File: src/rtl/ptb_pkg.sv
// Package for the PWM tone beep controller: field widths, command codes
// and the packed beat types of the request and response channels.
// No dependencies.
package ptb_pkg;

   localparam int CLK_W   = 28;
   localparam int FREQ_W  = 20;
   localparam int DUR_W   = 16;
   localparam int DIV_W   = 8;
   localparam int WRAP_W  = 16;
   localparam int LEVEL_W = 15;

   localparam logic [CLK_W-1:0] CLK_RESET = CLK_W'(125000000);

   // command codes carried in the op field; the fourth code is unused
   localparam logic [1:0] OP_BEEP    = 2'd0;
   localparam logic [1:0] OP_SILENCE = 2'd1;
   localparam logic [1:0] OP_TICK    = 2'd2;

   typedef struct packed {
      logic [1:0]        op;
      logic [FREQ_W-1:0] freq_hz;
      logic [DUR_W-1:0]  length_ms;
   } req_type;

   typedef struct packed {
      logic [DIV_W-1:0]   clock_divider;
      logic [WRAP_W-1:0]  wrap_top;
      logic [LEVEL_W-1:0] duty_level;
      logic               sounding;
      logic               freq_error;
   } rsp_type;

endpackage

File: src/rtl/ptb_div_serial.sv
// Bit-serial restoring divider: one quotient bit per cycle, WIDTH bits in all.
// Used by the tone controller to form the PWM wrap quotient.
// Depends on nothing outside this file.
module ptb_div_serial #(
   parameter int WIDTH = 28
) (
   input  logic             clock,
   input  logic             reset,
   input  logic             start,
   input  logic [WIDTH-1:0] dividend,
   input  logic [WIDTH-1:0] divisor,
   output logic             done,
   output logic [WIDTH-1:0] quotient
);

   localparam int CNT_W = $clog2(WIDTH + 1);

   logic [WIDTH-1:0] quo_ff, quo_in;
   logic [WIDTH-1:0] rem_ff, rem_in;
   logic [WIDTH-1:0] den_ff, den_in;
   logic [CNT_W-1:0] cnt_ff, cnt_in;
   logic             run_ff, run_in;
   logic             done_ff, done_in;
   logic [WIDTH:0]   trial;
   logic [WIDTH:0]   diff;
   logic             fits;

   // shift the next dividend bit into the partial remainder and try the divisor
   assign trial = {rem_ff, quo_ff[WIDTH-1]};
   assign diff  = trial - {1'b0, den_ff};
   assign fits  = (trial >= {1'b0, den_ff});

   always_comb begin
      quo_in  = quo_ff;
      rem_in  = rem_ff;
      den_in  = den_ff;
      cnt_in  = cnt_ff;
      run_in  = run_ff;
      done_in = 1'b0;
      if (start) begin
         quo_in = dividend;
         rem_in = '0;
         den_in = divisor;
         cnt_in = CNT_W'(WIDTH);
         run_in = 1'b1;
      end else if (run_ff) begin
         rem_in = fits ? diff[WIDTH-1:0] : trial[WIDTH-1:0];
         quo_in = {quo_ff[WIDTH-2:0], fits};
         cnt_in = cnt_ff - CNT_W'(1);
         if (cnt_ff == CNT_W'(1)) begin
            run_in  = 1'b0;
            done_in = 1'b1;
         end
      end
   end

   // control state
   always_ff @(posedge clock) begin
      if (reset) begin
         run_ff  <= 1'b0;
         done_ff <= 1'b0;
         cnt_ff  <= '0;
      end else begin
         run_ff  <= run_in;
         done_ff <= done_in;
         cnt_ff  <= cnt_in;
      end
   end

   // datapath shift registers
   always_ff @(posedge clock) begin
      quo_ff <= quo_in;
      rem_ff <= rem_in;
      den_ff <= den_in;
   end

   assign done     = done_ff;
   assign quotient = quo_ff;

endmodule

File: src/rtl/pwm_tone_beep_controller_unit.sv
// PWM tone beep controller: interprets beep, silence and tick commands and
// reports the PWM divider, wrap and duty settings. Uses ptb_pkg and
// the bit-serial divider ptb_div_serial.
//
// Usage:
//   req channel (req_valid/req_stall/req_data) carries one command beat:
//   beep, silence or one-millisecond tick. rsp channel (rsp_valid/rsp_stall/
//   rsp_data) returns exactly one beat per command: the settings in effect
//   after it. csr channel (csr_valid/csr_ready/csr_data) writes the source
//   clock frequency; csr_ready is always high, write only while idle.
// Timing:
//   One command at a time. Silence, tick and a rejected beep go straight
//   to S_EMIT, which loads the response once the output is free. A beep
//   walks the divider search one candidate per cycle (1 to DIVIDER_LIMIT),
//   then the 28-bit bit-serial divider if one fits, else uses WRAP_LIMIT.
//   The next command is taken the cycle after the response registers.
// Reset:
//   Clock register returns to 125 MHz, tone muted, divider 1, top 0,
//   error flag clear. A stalled response holds in its output register; a
//   new command may be accepted and computed meanwhile, and waits to emit.
module pwm_tone_beep_controller_unit #(
   parameter int WRAP_LIMIT    = 65535,
   parameter int DIVIDER_LIMIT = 255,
   parameter int DURATION_BITS = 16
) (
   input  logic                  clock,
   input  logic                  reset,
   input  logic                  req_valid,
   output logic                  req_stall,
   input  ptb_pkg::req_type      req_data,
   output logic                  rsp_valid,
   input  logic                  rsp_stall,
   output ptb_pkg::rsp_type      rsp_data,
   input  logic                  csr_valid,
   output logic                  csr_ready,
   input  logic [ptb_pkg::CLK_W-1:0] csr_data
);

   import ptb_pkg::*;

   localparam int SPAN_W = $clog2(WRAP_LIMIT + 2);
   localparam int ACC2_W = CLK_W + SPAN_W;
   localparam logic [SPAN_W-1:0] WRAP_SPAN = SPAN_W'(WRAP_LIMIT + 1);
   localparam int DUR_CAP = (DURATION_BITS >= DUR_W) ? (2 ** DUR_W) - 1
                                                     : (2 ** DURATION_BITS) - 1;

   typedef enum logic [3:0] {
      S_IDLE   = 4'b0001,
      S_SEARCH = 4'b0010,
      S_DIV    = 4'b0100,
      S_EMIT   = 4'b1000
   } state_type;

   state_type state_ff, state_in;

   logic [CLK_W-1:0]   clk_hz_ff;
   logic [DUR_W-1:0]   remaining_ff, remaining_in;
   logic               pending_ff, pending_in;
   logic [DIV_W-1:0]   divider_ff, divider_in;
   logic [WRAP_W-1:0]  top_ff, top_in;
   logic [LEVEL_W-1:0] level_ff, level_in;
   logic               error_ff, error_in;

   logic [FREQ_W-1:0]  freq_ff, freq_in;
   logic [DUR_W-1:0]   dur_ff, dur_in;
   logic [DIV_W-1:0]   d_ff, d_in;
   logic [CLK_W-1:0]   acc_ff, acc_in;
   logic [ACC2_W-1:0]  acc2_ff, acc2_in;
   logic [ACC2_W-1:0]  step_ff, step_in;

   logic               rsp_valid_ff, rsp_valid_in;
   rsp_type            rsp_data_ff;

   logic               div_start;
   logic               div_done;
   logic [CLK_W-1:0]   div_quo;
   logic               apply;
   logic               rsp_load;
   logic [WRAP_W-1:0]  q_sel;
   logic [DUR_W-1:0]   dur_sat;
   logic [DUR_W-1:0]   rem_dec;

   ptb_div_serial #(
      .WIDTH(CLK_W)
   ) u_div (
      .clock   (clock),
      .reset   (reset),
      .start   (div_start),
      .dividend(clk_hz_ff),
      .divisor (acc_ff),
      .done    (div_done),
      .quotient(div_quo)
   );

   assign req_stall = (state_ff != S_IDLE);
   assign csr_ready = 1'b1;

   // saturate the beep length and pick the quotient for the final settings
   assign dur_sat = (dur_ff > DUR_W'(DUR_CAP)) ? DUR_W'(DUR_CAP) : dur_ff;
   assign q_sel   = (state_ff == S_DIV) ? div_quo[WRAP_W-1:0] : WRAP_W'(WRAP_LIMIT);
   assign rem_dec = (remaining_ff != '0) ? remaining_ff - DUR_W'(1) : '0;

   // command sequencer
   always_comb begin
      state_in     = state_ff;
      remaining_in = remaining_ff;
      pending_in   = pending_ff;
      divider_in   = divider_ff;
      top_in       = top_ff;
      level_in     = level_ff;
      error_in     = error_ff;
      freq_in      = freq_ff;
      dur_in       = dur_ff;
      d_in         = d_ff;
      acc_in       = acc_ff;
      acc2_in      = acc2_ff;
      step_in      = step_ff;
      div_start    = 1'b0;
      apply        = 1'b0;
      rsp_load     = 1'b0;

      case (state_ff)
         S_IDLE: begin
            if (req_valid) begin
               freq_in  = req_data.freq_hz;
               dur_in   = req_data.length_ms;
               d_in     = DIV_W'(1);
               acc_in   = CLK_W'(req_data.freq_hz);
               step_in  = ACC2_W'(req_data.freq_hz) * ACC2_W'(WRAP_SPAN);
               acc2_in  = step_in;
               state_in = S_EMIT;
               case (req_data.op)
                  OP_BEEP: begin
                     pending_in   = 1'b0;
                     remaining_in = '0;
                     level_in     = '0;
                     if (req_data.freq_hz == '0 ||
                         clk_hz_ff < CLK_W'(req_data.freq_hz)) begin
                        error_in = 1'b1;
                     end else begin
                        state_in = S_SEARCH;
                     end
                  end
                  OP_SILENCE: begin
                     pending_in   = 1'b0;
                     remaining_in = '0;
                     level_in     = '0;
                  end
                  OP_TICK: begin
                     if (pending_ff) begin
                        if (rem_dec == '0) begin
                           pending_in   = 1'b0;
                           remaining_in = '0;
                           level_in     = '0;
                        end else begin
                           remaining_in = rem_dec;
                        end
                     end
                  end
                  default: begin
                     state_in = S_EMIT;
                  end
               endcase
            end
         end
         S_SEARCH: begin
            // smallest divider whose product with freq and the wrap span tops the clock
            if (ACC2_W'(clk_hz_ff) < acc2_ff) begin
               div_start = 1'b1;
               state_in  = S_DIV;
            end else if (d_ff == DIV_W'(DIVIDER_LIMIT)) begin
               apply = 1'b1;
            end else begin
               d_in    = d_ff + DIV_W'(1);
               acc_in  = acc_ff + CLK_W'(freq_ff);
               acc2_in = acc2_ff + step_ff;
            end
         end
         S_DIV: begin
            if (div_done) begin
               apply = 1'b1;
            end
         end
         S_EMIT: begin
            if (!rsp_valid_ff || !rsp_stall) begin
               rsp_load = 1'b1;
               state_in = S_IDLE;
            end
         end
         default: begin
            state_in = S_IDLE;
         end
      endcase

      // load the new tone settings and arm the countdown unless the length is zero
      if (apply) begin
         divider_in = d_ff;
         top_in     = q_sel - WRAP_W'(1);
         level_in   = q_sel[WRAP_W-1:1];
         error_in   = 1'b0;
         state_in   = S_EMIT;
         if (dur_sat == '0) begin
            level_in = '0;
         end else begin
            remaining_in = dur_sat;
            pending_in   = 1'b1;
         end
      end
   end

   // hold the response beat until it is taken
   always_comb begin
      rsp_valid_in = rsp_valid_ff;
      if (rsp_load) begin
         rsp_valid_in = 1'b1;
      end else if (!rsp_stall) begin
         rsp_valid_in = 1'b0;
      end
   end

   // architectural state and control
   always_ff @(posedge clock) begin
      if (reset) begin
         state_ff     <= S_IDLE;
         clk_hz_ff    <= CLK_RESET;
         remaining_ff <= '0;
         pending_ff   <= 1'b0;
         divider_ff   <= DIV_W'(1);
         top_ff       <= '0;
         level_ff     <= '0;
         error_ff     <= 1'b0;
         rsp_valid_ff <= 1'b0;
      end else begin
         state_ff     <= state_in;
         remaining_ff <= remaining_in;
         pending_ff   <= pending_in;
         divider_ff   <= divider_in;
         top_ff       <= top_in;
         level_ff     <= level_in;
         error_ff     <= error_in;
         rsp_valid_ff <= rsp_valid_in;
         if (csr_valid) begin
            clk_hz_ff <= csr_data;
         end
      end
   end

   // working registers and response payload
   always_ff @(posedge clock) begin
      freq_ff <= freq_in;
      dur_ff  <= dur_in;
      d_ff    <= d_in;
      acc_ff  <= acc_in;
      acc2_ff <= acc2_in;
      step_ff <= step_in;
      if (rsp_load) begin
         rsp_data_ff.clock_divider <= divider_ff;
         rsp_data_ff.wrap_top      <= top_ff;
         rsp_data_ff.duty_level    <= level_ff;
         rsp_data_ff.sounding      <= pending_ff;
         rsp_data_ff.freq_error    <= error_ff;
      end
   end

   assign rsp_valid = rsp_valid_ff;
   assign rsp_data  = rsp_data_ff;

endmodule
File: config.mk
export PLATFORM = sky130hd
export DESIGN_NAME = pwm_tone_beep_controller_unit
export DESIGN_NICKNAME = d
export VERILOG_FILES = /design/src/rtl/ptb_pkg.sv /design/src/rtl/ptb_div_serial.sv /design/src/rtl/pwm_tone_beep_controller_unit.sv
export SDC_FILE = /design/constraint.sdc
export NUM_CORES = 1
export LEC_CHECK = 0
export BUFFER_PORTS_ARGS = -buffer_cell sky130_fd_sc_hd__buf_2
export CAP_MARGIN = 15
export CORE_MARGIN = 2
export CORE_UTILIZATION = 35
export CTS_BUF_LIST = sky130_fd_sc_hd__clkbuf_4 sky130_fd_sc_hd__clkbuf_8
export DETAILED_ROUTE_END_ITERATION = 7
export PLACE_DENSITY = 0.57
export SLEW_MARGIN = 25
export SYNTH_ARGS = -nofsm -noshare
export SYNTH_HDL_FRONTEND = slang
export SYNTH_SLANG_ARGS = --single-unit
File: constraint.sdc
create_clock -name clock -period 6 [get_ports clock]
set_input_delay 0.9 -clock clock [delete_from_list [all_inputs] [get_ports clock]]
set_output_delay 0.9 -clock clock [all_outputs]
set_load 0.1 [all_outputs]
# --- Word-level counts from Yosys, hierarchy flattened ---
# Cells that the tools add are included.
classes:
  add_sub_neg: 7
  order_cmp: 4
  eq_ne: 21
  mux: 62
  bitwise_logic: 2
  reduce_logical: 24
ops:
  columns: ["cell", "n"]
  rows:
  - ["$mux W28", 6]
  - ["$mux W16", 9]
  - ["$mux W45", 3]
  - ["$mux W15", 6]
  - ["$pmux W45 S2", 1]
  - ["$pmux W28 S2", 1]
  - ["$add A45 B36 Y45", 1]
  - ["$lt A28 B45 Y1", 1]
  - ["$logic_not A16 Y1", 2]
  - ["$pmux W16 S2", 1]
  - ["$sub A16 B1 Y16 const B", 2]
  - ["$pmux W15 S2", 1]
  - ["$ge A29 B28 Y1", 1]
  - ["$add A28 B20 Y28", 1]
  - ["$lt A28 B20 Y1", 1]
  - ["$sub A28 B28 Y28", 1]
  - ["$mux W4", 6]
  - ["$mux W8", 3]
  - ["$logic_not A20 Y1", 1]
  - ["$mux W1", 19]
  - ["$gt A16 B16 Y1 const B", 1]
  - ["$pmux W4 S4", 1]
  - ["$pmux W8 S2", 1]
  - ["$reduce_and A4 Y1", 4]
  - ["other kinds (27)", 46]
word_totals:
  ff_bits: 339
  input_bits: 71
  output_inout_bits: 44
  word_cells: 147

# --- Longest topological paths before layout ---
# Gate-level depths: netlist (run 1).
depth:
  ltp_word: 10
  depth_mapped: 13
  ltp_nobuf: 11

# --- Hierarchy ---
# A second synthesis (run 1) with hierarchy kept.
hier_totals:
  cells_unflattened: 1757
  area_unflattened_um2: 17888.4
by_module_without_submodules:
  columns: ["mod", "n_inst", "cells_each", "area_per_inst_um2", "seq_area_each_um2"]
  rows:
  - ["pwm_tone_beep_controller_unit", 1, 1259, 12683.4, 6065.8]
  - ["ptb_div_serial", 1, 498, 5205.0, 2382.3]

# --- Least setup slack after synthesis (run 1) ---
# Ideal clock, no wire load.
synth_timing:
  path_kind: "register to register"
  startpoint: "register acc2_ff[42]"
  endpoint: "register acc2_ff[16], enable pin"
  setup_time_ns: 0.568
  arrival_ns: 6.051
  t_required_ns: 5.432
  path_slack_ns: -0.619
  stages_incl_launch_ff: 7
  path_buffers: 0
  period_less_slack_ns: 6.619
  cell_sequence: "edfxtp_1 -> nor4_1 -> nand4_1 -> or4_1 -> o32ai_1 -> a21oi_1 -> nor3_1"
synth_via:
  elab_chain_cells: 3
synth_lines:
  columns: ["element", "line_no", "source"]
  rows:
  - ["from (decl)", "pwm_tone_beep_controller_unit.sv:68", "logic [ACC2_W-1:0] acc2_ff, acc2_in;"]
  - ["from (signal assigned)", "pwm_tone_beep_controller_unit.sv:254", "acc2_ff <= acc2_in;"]
  - ["$lt A28 B45 Y1", "pwm_tone_beep_controller_unit.sv:168", "if (ACC2_W'(clk_hz_ff) < acc2_ff) begin"]
  - ["$ne A2 B2 Y1 (no line)", null, null]
  - ["$reduce_and A4 Y1 (no line)", null, null]
# No other way between the ends.
# A chain may end at the register's enable or synchronous reset.

# --- Worst setup path in the final report (run 1) ---
layout_timing:
  startpoint: "register acc2_ff[42]"
  endpoint: "register u_div.rem_ff[16]"
layout_via:
  elab_chain_cells: 3
layout_lines:
  columns: ["element", "line_no", "source"]
  rows:
  - ["$lt A28 B45 Y1", "pwm_tone_beep_controller_unit.sv:168", null]
  - ["$mux W1", "pwm_tone_beep_controller_unit.sv:168", null]
  - ["$mux W1", "pwm_tone_beep_controller_unit.sv:122", "case (state_ff)"]
  - ["to (signal assigned)", "ptb_div_serial.sv:73", "rem_ff <= rem_in;"]
  - ["to (decl)", "ptb_div_serial.sv:19", "logic [WIDTH-1:0] rem_ff, rem_in;"]
# No other way between the ends.

==> metrics.txt, run 1 <==
status=finished, final reports clean; Req. time, crit path=around 6.5 ns; # DRC=0; Clock Sinks=around 320; Die Span Y=226.9 um; IO Port Bufs=roughly 110; Ports=between 100 and 150; commonest non-fill, non-tap cell in the layout=nand2_1; Hold Path Stages=0; clock skew=a little over 0.03 ns; period utilisation layout=0.6650; Via-to-Cell Ratio=between 5 and 6; via count=~14,000; Critical Path Sink Type=flip-flop; Post-Route WL=between 40,000 and 50,000 um; DR pass1 iterations=5; CTS max path bufs=3; DIE AREA=slightly above 50,000 um^2; synthesized area=approximately 17,000 um^2; DRC marker count from the first detailed-route iteration=949; row cnt=~80; final setup fails=0; Post-CTS Setup Bufs=0; min Tclk post-route=around 4.0 ns; htree depth=2; HP Class=reg2reg; Synth Flop Type=edfxtp_1; final hold vios=0; pre-CTS WS=2.017 ns; # fillers=between 4,000 and 5,000; starting density of the core=0.3552; CTS resizes=0; FF+latch count, synth=approximately 320; post-layout net count=around 2,000; syn nets=~1,900; Post-synth EDFFs=between 150 and 200; placed insts=approximately 2,500; total gr overflow=0; Mapped Cells=about 1,700; critical path fanouts, max=between 40 and 50; setup ws final=approximately 2 ns; share of cells above drive strength 1=0.1414; CTS hold repair buffers=0; critical path class=reg2reg; clk_lat worst skew=roughly 0.65 ns; Worst VDD drop=0.1792 mV; post-synth cell types=85; hpwl dp=around 34,000 um; CTS Root Cell=clkbuf_8; first-pass GRT wire length=73,170 um; Critical Path AT=4.53 ns; leading cell types in the layout, fill and taps excluded=nand2_1, edfxtp_1, nor2_1; largest net degree at the start of global routing=82; Worst Reg2Reg Path Length in Cells=9; Post-Layout Cell Count=2,581; antenna violation net count after detailed routing=0; power density cells=between 300 and 400 nW/um^2; gpl congestion=0.9247; top cells by area, synth=edfxtp_1, dfxtp_1, ha_1; top cell type by total area after synthesis=edfxtp_1; CTS tree=built; RSZ-0062 raised after global routing=false; warnings from Yosys=0; Die W=226.9 um; Slew @ Worst Pin=1.033 ns; Post-synth ARST share=0; Area Growth Syn to Fin=14.62%; fin. max-slew vios=0; wire per inst=between 15 and 20 um; max frequency=between 0.2 and 0.3 GHz; Core ar.=between 40,000 and 50,000 um^2; Max Cap Violations=0; post-synthesis sequential area ratio=0.4859; crit start category=flip-flop; Post-Syn Area per Cell=9.987 um^2; clk slew on worst S/H paths=approximately 0.060 ns; total track usage=0.1817; Slew headroom=0.3005; TNS Setup=0 ns; Leak=just under 8 nW; vias in the first global route=13,323; Num CTS Buffers=57; initial antenna violation count=1; Yosys top cell area share=0.3420
-- state kept, by name, indices dropped and copies added (netlist names), 4 cells and up --
register        count
u_div.quotient     28
step_ff            20
acc_ff             28
acc2_ff            29
dur_ff             16
u_div.rem_ff       28
u_div.cnt_ff        5
divider_ff          8
remaining_ff       16
u_div.den_ff       28
d_ff                8
rsp_data           41
clk_hz_ff          28
state_ff            4
top_ff             16
level_ff           15
-- area by class of cell --
type                            instances  area, um^2  area share
Tap cell                              664       830.8     0.04169
Clock buffer                           82        1041     0.05224
Multi-Input combinational cell       1251        8317      0.4173
Clock inverter                         26       205.2     0.01030
Antenna cell                            1       2.502   0.0001256
Sequential cell                       323        8448      0.4239
Inverter                              105       394.1     0.01978
Timing Repair Buffer                  129       689.4     0.03460
-- path summary, 6_finish.rpt --
check         startpoint               end  slack, ns
max          acc2_ff[42]  u_div.rem_ff[16]       2.01
min           top_ff[15]      rsp_data[32]       0.43
max reg2reg  acc2_ff[42]  u_div.rem_ff[16]       2.01
min reg2reg   top_ff[15]      rsp_data[32]       0.43
-- synthesized netlist by cell type, drive strengths merged (5+ instances only) --
library cell  number
a21oi             86
a21o              38
o21bai             8
ha               104
clkbuf            48
nand2            226
xor2              31
a211oi            30
o2bb2ai           15
dfxtp            125
nor4              25
a21boi             8
a311oi             9
nor4b              7
o21a              10
nand3             38
or2                8
and2               8
or4               12
nand3b             5
nor2             136
nor3              45
a41oi              6
edfxtp           198
o31ai             16
buf               14
o21ai             99
a31o              11
nand4             14
mux2i             60
a211o              6
nand2b            16
and3              24
or3                9
o211ai             9
nor2b              7
a31oi             26
inv              105
and4               5
xnor2             39
-- worst max-delay path: stages, from the launching register on --
cell and delay [ns]:
edfxtp_1 0.44, nor4_1 0.37, nand4_1 0.26, or4_1 0.52, o32a_1 0.35, nand2_1 0.12, buf_4 0.51, inv_2 0.52
buf_4 0.42, o41ai_1 0.36
-- kinds of logic after synthesis --
kind of cell	share of synthesized area
and+or+nand+nor	0.1611
adders and majority gates	0.07830
xor gates and xnor gates	0.03526
AOI/OAI and AO/OA	0.1670
DFF	0.4859
buffers and inverters	0.03764
other	0.0002157
muxes	0.03454
-- through the flow --
stage                     hold slack, ns  power [mW]  instance area, um^2  utilization
after detailed placement          0.4199       5.352                18670       0.3814
after global placement            0.4156       5.313                18670       0.3814
after floorplan                   0.4076       4.773                17390            -
final                             0.4326       7.540                19930       0.4071
after global routing              0.4039       8.017                19930       0.4071
after CTS                         0.3842       7.599                19910       0.4068
-- metal layers --
metal | GRT usage | share of wire
met1 | 0.2474 | 0.46
met2 | 0.2827 | 0.45
met3 | 0.03330 | 0.058
met4 | 0.07661 | 0.035
met5 | 0 | 0
-- where the power goes --
part	total, mW	internal [mW]	switching [mW]
Clock	2.20	1.25	0.954
Combinational	2.38	0.902	1.48
Sequential	2.96	2.72	0.240
No activity file was read; power rests on OpenSTA's default activity.
==> run 2, diff against run 1 <==
--- a/config.mk
+++ b/config.mk
@@ -11,7 +11,7 @@
 export CORE_UTILIZATION = 35
 export CTS_BUF_LIST = sky130_fd_sc_hd__clkbuf_4 sky130_fd_sc_hd__clkbuf_8
 export DETAILED_ROUTE_END_ITERATION = 7
-export PLACE_DENSITY = 0.57
+export PLACE_DENSITY = 0.55
 export SLEW_MARGIN = 25
 export SYNTH_ARGS = -nofsm -noshare
 export SYNTH_HDL_FRONTEND = slang
==> constraint.sdc (replaced) <==
create_clock -name clock -period 3.8 [get_ports clock]
set_input_delay 0.57 -clock clock [delete_from_list [all_inputs] [get_ports clock]]
set_output_delay 0.57 -clock clock [all_outputs]
set_load 0.1 [all_outputs]
==> metrics.txt, run 2 (synthesis gave the netlist of run 1 again) <==
status=finished, final reports clean (unchanged); total track usage=0.1837 (was 0.1817); Final Core Density=0.4109 (was 0.4071); Via-to-Cell Ratio=5.336 (was 5.301); Core ar.=48,950 um^2 (unchanged); min Tclk post-route=3.342 ns (was 3.990 ns); part of the power in combinational logic=0.321 (was 0.316); leading cell types in the layout, fill and taps excluded=nand2_1, edfxtp_1, nor2_1 (unchanged); clk_lat worst skew=0.67 ns (was 0.65 ns); htree depth=2 (unchanged); Critical Path AT=3.90 ns (was 4.53 ns); RSZ-0062 raised after global routing=false (unchanged); hpwl dp=34,490 um (was 33,670 um); Slowest Stage Delay on Critical Path=0.62 ns (was 0.52 ns); TNS Setup=0 ns (unchanged); # DRC=0 (unchanged); FF-to-FF End=u_div.rem_ff[20] (was u_div.rem_ff[16]); Ports=115 (unchanged); IO Port Bufs=113 (unchanged); Num CTS Buffers=58 (was 57); crit start category=flip-flop (unchanged); max frequency=0.2993 GHz (was 0.2506 GHz); Post-Route WL=47,410 um (was 46,960 um); final hold vios=0 (unchanged); Crit-path slowest cell=or4_1 (unchanged); DIE AREA=51,470 um^2 (unchanged); clock share of power=0.289 (was 0.292); total gr overflow=0 (unchanged); placed insts=2,484 (was 2,471); vias in the first global route=13,322 (was 13,323); hold path start=req_data[4] (was top_ff[15]); Worst Reg2Reg Path Length in Cells=10 (was 9); Critical path origin=u_div.den_ff[5] (was acc2_ff[42]); share of cells above drive strength 1=0.1518 (was 0.1414); P_int=7.694 mW (was 4.866 mW); Psw=4.290 mW (was 2.673 mW); HP Class=in2reg (was reg2reg); Post-Layout Cell Count=2,595 (was 2,581); CTS hold repair buffers=0 (unchanged); wire per inst=18.27 um (was 18.19 um); post-layout net count=2,059 (was 2,045); Req. time, crit path=4.36 ns (was 6.54 ns); sum of buffers and inverters on the critical path=1 (was 3); Net Sw Frac=0.3580 (was 0.3545); Largest register FFs=41 (unchanged); register share of total power=0.390 (was 0.392); period utilisation layout=0.8794 (was 0.6650); Leak=8.034 nW (was 7.958 nW); CTS max path bufs=3 (unchanged); Post-CTS Setup Bufs=0 (unchanged); clk slew on worst S/H paths=0.07 ns (was 0.06 ns); power density cells=595.9 nW/um^2 (was 378.3 nW/um^2); final non-filler cell area=20,110 um^2 (was 19,930 um^2); clock skew=0.05016 ns (was 0.03090 ns); Slew @ Worst Pin=0.9363 ns (was 1.033 ns); Max Cap Violations=0 (unchanged); first-pass GRT wire length=73,910 um (was 73,170 um); Area Growth Syn to Fin=15.67% (was 14.62%); fin. max-slew vios=0 (unchanged); commonest non-fill, non-tap cell in the layout=nand2_1 (unchanged); via count=13,846 (was 13,681); Die W=226.9 um (unchanged); DRC marker count from the first detailed-route iteration=1,132 (was 949); critical path fanouts, max=11 (was 47); CTS tree=built (unchanged); family with the most delay on the worst path=simple AND/OR/NAND/NOR gates (was buffers and inverters); Slew headroom=0.3758 (was 0.3005); final setup fails=0 (unchanged); initial antenna violation count=1 (unchanged); Hold WS=0.09883 ns (was 0.4326 ns); Critical Path Sink Type=flip-flop (unchanged); Worst VDD drop=0.3069 mV (was 0.1792 mV); gpl congestion=0.9122 (was 0.9247); starting density of the core=0.3552 (unchanged); WP depth=10 (was 9); DR pass1 iterations=5 (unchanged); critical path class=reg2reg (unchanged); row cnt=81 (unchanged); Area after DPL=18,840 um^2 (was 18,670 um^2); reg2reg start=u_div.den_ff[5] (was acc2_ff[42]); worst path cell trace=inv_1 -> ha_1 -> nand4_1 -> a21oi_1 -> nor3_1 -> a211oi_2 -> a31o_2 -> nand2_1 -> or4_1 -> a31oi_1 (was nor4_1 -> nand4_1 -> or4_1 -> o32a_1 -> nand2_1 -> buf_4 -> inv_2 -> buf_4 -> o41ai_1); Die Span Y=226.9 um (unchanged); largest net degree at the start of global routing=80 (was 82); CTS resizes=0 (unchanged); Clock Sinks=323 (unchanged); R2R setup slack=0.46 ns (was 2.01 ns); antenna violation net count after detailed routing=0 (unchanged); CTS Root Cell=clkbuf_8 (unchanged); crit path to=u_div.rem_ff[20] (was u_div.rem_ff[16])
==> run 2: changes by cell type in the layout (fill, tap and decap cells not counted), sizes merged <==
cell      before  now
inv          105  107
buf          129  142
clkbuf        82   86
clkinv        22   13
bufinv         3    2
clkinvlp       1    6
==> run 2: worst register-to-register path: cells and delay by family, from the launching register on <==
| family | cells | cell delay [ns] |
|---|---|---|
| AND/OR/NAND/NOR | 4 | 1.30 |
| buffers and inverters | 1 | 0.05 |
| adder cells (fa/ha/maj) | 1 | 0.37 |
| AO/OA/AOI/OAI | 4 | 1.23 |
| flip-flops | 1 | 0.32 |
==> run 2: worst min-delay path by stage <==
stage | depth (start not counted) | endpoint | slack [ns]
2_1_floorplan | 0 | rsp_data[17] | 0.41
3_3_place_gp | 0 | rsp_data[33] | 0.41
3_5_place_dp | 0 | rsp_data[18] | 0.42
4_1_cts | 1 | dur_ff[4] | 0.04
5_1_grt | 1 | dur_ff[4] | 0.06
6_report | 1 | dur_ff[4] | 0.1
==> run 2: cell type report <==
| class | count | area (um^2) |
|---|---|---|
| repair buffers | 142 | 878.3 |
| well taps | 664 | 830.8 |
| clock buffers | 86 | 1046 |
| clock inverters | 23 | 193.9 |
| flip-flops and latches | 323 | 8449 |
| diodes | 1 | 2.502 |
| inverters | 105 | 394.1 |
| fillers | 4837 | 28840 |
| multi-input cells | 1251 | 8317 |
==> run 2: stage by stage <==
step | worst slack (ns) | total power, mW
6_report | 0.4585 | 11.98
3_3_place_gp | 0.5696 | 8.481
2_1_floorplan | 0.1199 | 7.533
3_5_place_dp | 0.4872 | 8.543
5_1_grt | 0.1131 | 12.73
4_1_cts | 0.4362 | 12.08
==> run 2: per-layer routing <==
metal / wire length, um / GRT usage / vias up
met2: 21750 / 0.2929 / 340
met3: 2478 / 0.02877 / 77
met1: 22050 / 0.2542 / 6703
met5: 0 / 0 / -
li1: - / - / 6726
met4: 1141 / 0.06027 / 0
==> run 2: power groups by stage <==
stage / clock (mW) / combinational, mW / sequential [mW]
after CTS: 3.58 / 3.83 / 4.68
after global routing: 3.72 / 4.28 / 4.73
final: 3.46 / 3.85 / 4.68
after global placement: 0 / 3.75 / 4.73
after detailed placement: 0 / 3.80 / 4.74
after floorplan: 0 / 2.73 / 4.81
